--- src/hw/rtl/rhsl_pkg.sv ---
// Shared types and constants for the RGBA to HSLA pixel converter.
// No dependencies; imported by every module of the block.
package rhsl_pkg;

   localparam int CH_W       = 8;
   localparam int QUO_W      = 8;    // quotient bits, one per divider cell
   localparam int SAT_REM_W  = 16;   // 255 * d
   localparam int SAT_DSH_W  = 15;   // den << 7
   localparam int HUE_REM_W  = 19;   // 255 * v, v < 1530
   localparam int HUE_DSH_W  = 18;   // 6d << 7
   localparam int PREP_STAGES = 3;
   localparam int LATENCY     = PREP_STAGES + QUO_W;

   // One request as it travels down the divider row
   typedef struct packed {
      logic                 valid;
      logic [SAT_REM_W-1:0] sat_rem;
      logic [SAT_DSH_W-1:0] sat_dsh;
      logic [QUO_W-1:0]     sat_quo;
      logic [HUE_REM_W-1:0] hue_rem;
      logic [HUE_DSH_W-1:0] hue_dsh;
      logic [QUO_W-1:0]     hue_quo;
      logic [CH_W-1:0]      light;
      logic [CH_W-1:0]      alpha;
   } rhsl_lane_type;

endpackage

--- src/hw/rtl/rhsl_prep.sv ---
// Front end: max/min, sector, lightness and the two dividend/divisor pairs.
// Three register stages. Depends on rhsl_pkg.
module rhsl_prep (
   input  logic                       clock,
   input  logic                       reset,
   input  logic                       accept,
   input  logic [rhsl_pkg::CH_W-1:0]  red,
   input  logic [rhsl_pkg::CH_W-1:0]  green,
   input  logic [rhsl_pkg::CH_W-1:0]  blue,
   input  logic [rhsl_pkg::CH_W-1:0]  alpha,
   output rhsl_pkg::rhsl_lane_type    lane_out
);
   import rhsl_pkg::*;

   localparam logic [1:0] SECT_RED   = 2'd0;
   localparam logic [1:0] SECT_GREEN = 2'd1;
   localparam logic [1:0] SECT_BLUE  = 2'd2;

   // stage A
   logic              a_valid_ff, a_valid_in;
   logic [CH_W-1:0]   a_mx_ff, a_mx_in, a_mn_ff, a_mn_in, a_alpha_ff;
   logic signed [8:0] a_num_ff, a_num_in;
   logic [1:0]        a_sect_ff, a_sect_in;

   // stage B
   logic               b_valid_ff;
   logic [CH_W-1:0]    b_d_ff, b_d_in, b_alpha_ff;
   logic [8:0]         b_t_ff, b_t_in;
   logic signed [11:0] b_v_ff, b_v_in;
   logic [9:0]         b_kd;

   // stage C
   rhsl_lane_type      c_lane_ff, c_lane_in;
   logic [10:0]        c_six_d;
   logic signed [11:0] c_v_wrap;
   logic [10:0]        c_v;
   logic [7:0]         c_den;
   logic [8:0]         c_rest;
   logic               c_gray;

   always_comb begin
      a_valid_in = accept;
      a_mx_in = red;
      if (green > a_mx_in) a_mx_in = green;
      if (blue > a_mx_in) a_mx_in = blue;
      a_mn_in = red;
      if (green < a_mn_in) a_mn_in = green;
      if (blue < a_mn_in) a_mn_in = blue;
      if (a_mx_in == red) begin
         a_sect_in = SECT_RED;
         a_num_in  = $signed({1'b0, green}) - $signed({1'b0, blue});
      end else if (a_mx_in == green) begin
         a_sect_in = SECT_GREEN;
         a_num_in  = $signed({1'b0, blue}) - $signed({1'b0, red});
      end else begin
         a_sect_in = SECT_BLUE;
         a_num_in  = $signed({1'b0, red}) - $signed({1'b0, green});
      end
   end

   always_ff @(posedge clock) begin
      a_mx_ff    <= a_mx_in;
      a_mn_ff    <= a_mn_in;
      a_num_ff   <= a_num_in;
      a_sect_ff  <= a_sect_in;
      a_alpha_ff <= alpha;
      if (reset) begin
         a_valid_ff <= 1'b0;
      end else begin
         a_valid_ff <= a_valid_in;
      end
   end

   always_comb begin
      b_d_in = a_mx_ff - a_mn_ff;
      b_t_in = {1'b0, a_mx_ff} + {1'b0, a_mn_ff};
      case (a_sect_ff)
         SECT_RED:   b_kd = 10'd0;
         SECT_GREEN: b_kd = {1'b0, b_d_in, 1'b0};
         SECT_BLUE:  b_kd = {b_d_in, 2'b00};
         default:    b_kd = 10'd0;
      endcase
      b_v_in = $signed({2'b00, b_kd}) + 12'(a_num_ff);
   end

   always_ff @(posedge clock) begin
      b_d_ff     <= b_d_in;
      b_t_ff     <= b_t_in;
      b_v_ff     <= b_v_in;
      b_alpha_ff <= a_alpha_ff;
      if (reset) begin
         b_valid_ff <= 1'b0;
      end else begin
         b_valid_ff <= a_valid_ff;
      end
   end

   always_comb begin
      c_gray   = (b_d_ff == '0);
      c_six_d  = 11'({b_d_ff, 2'b00}) + 11'({b_d_ff, 1'b0});
      c_v_wrap = b_v_ff[11] ? (b_v_ff + $signed({1'b0, c_six_d})) : b_v_ff;
      c_v      = c_v_wrap[10:0];
      c_rest   = 9'd510 - b_t_ff;
      c_den    = b_t_ff[8] ? c_rest[7:0] : b_t_ff[7:0];
      if (b_t_ff == 9'd256) c_den = c_rest[7:0];   // 510 - 256 = 254

      c_lane_in.valid   = b_valid_ff;
      c_lane_in.sat_rem = {b_d_ff, 8'h00} - SAT_REM_W'(b_d_ff);
      c_lane_in.hue_rem = {c_v, 8'h00} - HUE_REM_W'(c_v);
      // grey pixel: dividends are zero, a unit divisor keeps the quotients zero
      c_lane_in.sat_dsh = c_gray ? SAT_DSH_W'(1) << (QUO_W - 1)
                                 : SAT_DSH_W'(c_den) << (QUO_W - 1);
      c_lane_in.hue_dsh = c_gray ? HUE_DSH_W'(1) << (QUO_W - 1)
                                 : HUE_DSH_W'(c_six_d) << (QUO_W - 1);
      c_lane_in.sat_quo = '0;
      c_lane_in.hue_quo = '0;
      c_lane_in.light   = b_t_ff[8:1];
      c_lane_in.alpha   = b_alpha_ff;
   end

   always_ff @(posedge clock) begin
      if (reset) begin
         c_lane_ff <= '0;
      end else begin
         c_lane_ff <= c_lane_in;
      end
   end

   assign lane_out = c_lane_ff;

endmodule

--- src/hw/rtl/rhsl_div_cell.sv ---
// One restoring-division cell: settles one quotient bit of saturation and hue.
// Depends on rhsl_pkg.
module rhsl_div_cell (
   input  logic                    clock,
   input  logic                    reset,
   input  rhsl_pkg::rhsl_lane_type lane_in,
   output rhsl_pkg::rhsl_lane_type lane_out
);
   import rhsl_pkg::*;

   rhsl_lane_type lane_ff, lane_nx_in;
   logic          sat_ge, hue_ge;

   always_comb begin
      sat_ge = lane_in.sat_rem >= SAT_REM_W'(lane_in.sat_dsh);
      hue_ge = lane_in.hue_rem >= HUE_REM_W'(lane_in.hue_dsh);

      lane_nx_in         = lane_in;
      lane_nx_in.sat_rem = sat_ge ? lane_in.sat_rem - SAT_REM_W'(lane_in.sat_dsh)
                                  : lane_in.sat_rem;
      lane_nx_in.hue_rem = hue_ge ? lane_in.hue_rem - HUE_REM_W'(lane_in.hue_dsh)
                                  : lane_in.hue_rem;
      lane_nx_in.sat_dsh = lane_in.sat_dsh >> 1;
      lane_nx_in.hue_dsh = lane_in.hue_dsh >> 1;
      lane_nx_in.sat_quo = {lane_in.sat_quo[QUO_W-2:0], sat_ge};
      lane_nx_in.hue_quo = {lane_in.hue_quo[QUO_W-2:0], hue_ge};
   end

   always_ff @(posedge clock) begin
      if (reset) begin
         lane_ff <= '0;
      end else begin
         lane_ff <= lane_nx_in;
      end
   end

   assign lane_out = lane_ff;

endmodule

--- src/hw/rtl/rgb_to_hsl_pixel_top.sv ---
// RGBA to HSLA pixel converter, 8 bits per channel, fully pipelined.
// Request channel: drive req_* and pulse start; a request is taken at any edge
// where start is high and busy is low. busy is always low, so a new pixel may
// be offered on every clock.
// Response channel: rsp_strobe is high for one cycle with rsp_hue,
// rsp_saturation, rsp_lightness and rsp_alpha_out; the receiver cannot stall,
// so it must take the response in that cycle.
// The response passes 3 front-end stages, then a row of 8 divider cells, one
// quotient bit each for saturation and hue. Throughput: one pixel per clock.
// Responses come out in request order.
// Reset (synchronous, active high) empties the pipeline; requests in flight
// are dropped and no response appears for them.
// Depends on rhsl_pkg, rhsl_prep and rhsl_div_cell.
module rgb_to_hsl_pixel_top (
   input  logic       clock,
   input  logic       reset,
   input  logic       start,
   output logic       busy,
   input  logic [7:0] req_red,
   input  logic [7:0] req_green,
   input  logic [7:0] req_blue,
   input  logic [7:0] req_alpha_in,
   output logic       rsp_strobe,
   output logic [7:0] rsp_hue,
   output logic [7:0] rsp_saturation,
   output logic [7:0] rsp_lightness,
   output logic [7:0] rsp_alpha_out
);
   import rhsl_pkg::*;

   rhsl_lane_type lanes [0:QUO_W];
   logic          accept;

   assign busy   = 1'b0;
   assign accept = start && !busy;

   rhsl_prep u_prep (
      .clock    (clock),
      .reset    (reset),
      .accept   (accept),
      .red      (req_red),
      .green    (req_green),
      .blue     (req_blue),
      .alpha    (req_alpha_in),
      .lane_out (lanes[0])
   );

   for (genvar i = 0; i < QUO_W; i++) begin : g_cell
      rhsl_div_cell u_cell (
         .clock    (clock),
         .reset    (reset),
         .lane_in  (lanes[i]),
         .lane_out (lanes[i+1])
      );
   end

   assign rsp_strobe     = lanes[QUO_W].valid;
   assign rsp_hue        = lanes[QUO_W].hue_quo;
   assign rsp_saturation = lanes[QUO_W].sat_quo;
   assign rsp_lightness  = lanes[QUO_W].light;
   assign rsp_alpha_out  = lanes[QUO_W].alpha;

   // a response only ever follows a request taken a fixed latency earlier
   a_strobe_from_request: assert property (@(posedge clock) disable iff (reset)
      rsp_strobe |-> $past(accept, LATENCY))
      else $error("response without matching request");

   // v stays below 6d, so hue tops out at 254
   a_hue_range: assert property (@(posedge clock) disable iff (reset)
      rsp_strobe |-> rsp_hue != 8'hFF)
      else $error("hue out of range");

   // zero saturation only for a grey pixel, whose hue is zero too
   a_gray_hue: assert property (@(posedge clock) disable iff (reset)
      (rsp_strobe && rsp_saturation == 8'h00) |-> rsp_hue == 8'h00)
      else $error("grey pixel with nonzero hue");

endmodule
--- config.mk ---
export PLATFORM = sky130hd
export DESIGN_NAME = rgb_to_hsl_pixel_top
export DESIGN_NICKNAME = d
export VERILOG_FILES = /design/src/hw/rtl/rhsl_pkg.sv /design/src/hw/rtl/rhsl_prep.sv /design/src/hw/rtl/rhsl_div_cell.sv /design/src/hw/rtl/rgb_to_hsl_pixel_top.sv
export SDC_FILE = /design/constraint.sdc
export NUM_CORES = 1
export LEC_CHECK = 0
export BUFFER_PORTS_ARGS = -buffer_cell sky130_fd_sc_hd__buf_2
export CAP_MARGIN = 0
export CORE_ASPECT_RATIO = 1.1
export CORE_MARGIN = 3
export CORE_UTILIZATION = 25
export CTS_CLUSTER_SIZE = 24
export DETAILED_ROUTE_END_ITERATION = 12
export PLACE_DENSITY = 0.4
export SYNTH_ARGS = -nofsm -noshare
export SYNTH_HDL_FRONTEND = slang
export SYNTH_SLANG_ARGS = --single-unit
--- constraint.sdc ---
create_clock -name clock -period 5.1 [get_ports clock]
set_clock_uncertainty 0.1 [all_clocks]
set_input_delay 0.255 -clock clock [delete_from_list [all_inputs] [get_ports clock]]
set_output_delay 0.255 -clock clock [all_outputs]
set_load 0.1 [all_outputs]
==> results by group <==
Status
  – Status: completed

Cells and area
  – FF+latch area: approximately 0.015 mm^2
  – Diodes inserted: 0
  – Syn-to-layout area delta: 17.1%
  – # fillers: between 10,000 and 15,000
  – Nets: a little under 4,000
  – Multi-input logic area: roughly 0.016 mm^2
  – Cell Count, Final, Fillers Out: ~5,300
  – Util after Layout: 0.295
  – Share of cells above drive strength 1: 0.0787

Timing
  – Finish-stage setup viols: 0
  – RSZ-0062 raised after global routing: false
  – Post-Route Setup TNS: 0 ps
  – Final cycle utilization of the critical path: 0.922
  – Final Slew Violations: 0
  – Worst-margin pin slew: roughly 1000 ps
  – Min Hold Slack: roughly 94 ps
  – Fmax: between 200 and 250 MHz
  – Headroom to the max-slew limit: 0.333
  – Min cycle time layout: about 4700 ps
  – Final hold violations: 0

Global route
  – First-pass GRT wire length: ~120,000 um
  – Initial antenna violation count: 0
  – Total Routing Usage GR: 0.106
  – Gr ovfl total: 0
  – Vias in the first global route: about 22,000
  – Largest net degree at the start of global routing: between 150 and 200

Yosys
  – Count leader, synth: dfxtp_1
  – Warning count from the yosys run: 0
  – Register area share after synthesis: 0.456
  – Top post-synthesis cells by area: dfxtp_1 (46%), ha_1 (9.8%), nor2b_1 (6.8%), nor2_1 (5.5%), xnor2_1 (3.5%)
  – FF+latch count, synth: between 700 and 800
  – Avg Inst Size Synth: between 9 and 10 um^2
  – Primary FF master, synth: dfxtp_1
  – Mapped Area: between 0.03 and 0.04 mm^2
  – Post-synth top area cell: dfxtp_1
  – Top cell type's share of synthesized area: 0.456
  – Synth Net Count: 3,771
  – Most common library cells after synthesis: dfxtp_1 (730), nor2_1 (473), nor2b_1 (351)
  – Ys async rst share: 0
  – Syn Inst Count: about 3,500
  – Cell variety after synth: between 80 and 90
  – Number of synthesized flops with an enable pin: 0

Placed design
  – Gpl congestion: 0.810
  – Port buffer count: 67
  – Inst Count DP: 5,115
  – Hpwl dp: approximately 53,000 um

Die
  – Die area: around 0.13 mm^2
  – FP Rows: between 100 and 150
  – Core Area: approximately 0.13 mm^2
  – IO Count: just under 70
  – Chip width: 348 um
  – Height of the die: between 300 and 400 um
  – Initial core utilization: 0.252

Worst setup path
  – Critical path class: reg2reg
  – Worst path most repeated cell: nor2_1
  – CP Capture Type: flip-flop
  – Worst EP arrival: ~5000 ps
  – Worst path cell trace: ha_1 -> fa_1 -> a21o_1 -> a21oi_2 -> nor2b_1 -> nor2_1 -> nor2_1 -> nor2_1 -> xnor2_1 -> ha_1 -> a21boi_0 -> or3_1 -> a31oi_2 -> ha_1 -> a21o_1 -> a21oi_2 -> nand2_1 -> or2_4 -> a31oi_4 -> nand4_1 -> xnor2_1 -> nor2_1
  – Reg2reg start: u_prep.b_d_ff[1]
  – Worst endpoint required time: roughly 5500 ps
  – Slowest-stage cell, CP: fa_1
  – Critical Path Max Stage Delay: 400 ps
  – Max FO, Critical Path: 5
  – CP Launch Point: u_prep.b_d_ff[1]
  – Nature of the critical path startpoint: flip-flop

CTS
  – Clock Tree Buf Depth: 3
  – Htree depth: 3
  – Clock Pin Slew Worst Setup and Hold Paths: ~60 ps
  – CTS root buffer: clkbuf_16
  – TritonCTS Sinks: 730
  – Worst skew pair latency: about 650 ps
  – Total CTS buffers: 85
  – CTS tree: built

Route
  – Via density: 4.14
  – DR iter-0 viols: between 800 and 900
  – Antenna Nets Post-Route: 0
  – Routed WL: 70,300 um
  – DRC: 0
  – Drt pass-1 iters: 5
  – Routed via count: 21,900
  – Wire per inst: roughly 13 um

Worst hold path
  – Worst hold path type: in2reg
  – Hold Startpoint: req_green[1]

Run
  – Total of max-cap violations: 0

Pwr
  – PD cells: approximately 700 mW/mm^2
  – VDD IR max: about 0.31 mV
  – Cell leakage power: approximately 16 nW
==> cells in the final DEF, fill, tap and decap left out, types with 41 or more instances in the layout <==
cell type	count
xnor2_1	129
nor2b_1	351
dfxtp_1	728
clkbuf_16	86
mux2i_1	82
a21oi_1	154
nand2_1	132
o21ai_0	107
nand3_1	41
a21o_1	48
ha_1	251
nor3_1	52
xor2_1	63
inv_1	280
buf_2	66
nor2_1	473
==> final cells by class <==
cell class | instances | share of cell area
clock inverters | 24 | 0.00776
clock buffers | 128 | 0.0676
inverters | 280 | 0.0280
flip-flops and latches | 730 | 0.389
repair buffers | 129 | 0.0245
well taps | 1668 | 0.0556
multi-input cells | 2342 | 0.427
==> worst paths after layout <==
check                          to  slack (ps)  cells after the start
min            u_prep.a_num_ff[1]          90                      4
max           u_prep.lane_out[60]         400                     22
max reg2reg   u_prep.lane_out[60]         400                     22
min reg2reg  u_prep.b_alpha_ff[3]         230                      0
==> power by group <==
| part | internal (mW) | total (mW) | switching (mW) |
|---|---|---|---|
| clock network | 3.68 | 6.03 | 2.35 |
| logic | 5.57 | 12.6 | 7.05 |
| registers | 6.91 | 7.61 | 0.698 |
| total | 16.2 | 26.3 | 10.1 |
==> timing repair <==
action                     4_1_cts  5_1_grt
hold buffers                    33        0
buffers inserted                 0        1
setup endpoints to repair        0        9
resized for setup                0       14
hold endpoints to repair        72        0
==> cells by family (layout without fill, tap and decap cells) <==
group	count (synthesis)	after routing	synth area share
AOI/OAI and AO/OA	516	516	0.103
xor gates and xnor gates	193	193	0.0527
adders and majority gates	273	273	0.112
buffers and inverters	391	561	0.0468
DFF	730	730	0.456
muxes	91	91	0.0287
other	1	1	0.000117
and+or+nand+nor	1268	1268	0.201
==> per-stage QoR <==
stage          total power [mW]  area [um^2]  setup slack, ps
6_report                   26.3        37600              397
5_1_grt                    28.7        37600             24.4
4_1_cts                    26.6        37500             17.5
3_5_place_dp               20.3        34300             71.5
3_3_place_gp               20.3        34300              101
2_1_floorplan              17.3        32100              429
==> worst max-delay path, delay by kind of cell (launching register included) <==
kind	cells	cell delay, ps
compound gates	7	1310
fa+ha+maj	4	1230
simple gates	9	1230
flops	1	360
xor+xnor	2	340
==> metal layers <==
layer	share of wire	GRT usage
met1	0.45	0.125
met2	0.50	0.191
met3	0.032	0.0210
met4	0.025	0.0369
met5	0	0
==> flip-flops by register name (all words and copies together) (netlist names), 2 cells and up <==
| register | flops |
|---|---|
| g_cell.u_cell.lane_out | 586 |
| u_prep.lane_out | 71 |
| u_prep.b_v_ff | 12 |
| u_prep.a_num_ff | 9 |
| u_prep.a_alpha_ff | 8 |
| u_prep.a_mn_ff | 8 |
| u_prep.a_mx_ff | 8 |
| u_prep.b_alpha_ff | 8 |
| u_prep.b_d_ff | 8 |
| u_prep.b_t_ff | 8 |
| u_prep.a_sect_ff | 2 |
(Power assumes the default switching activity.)
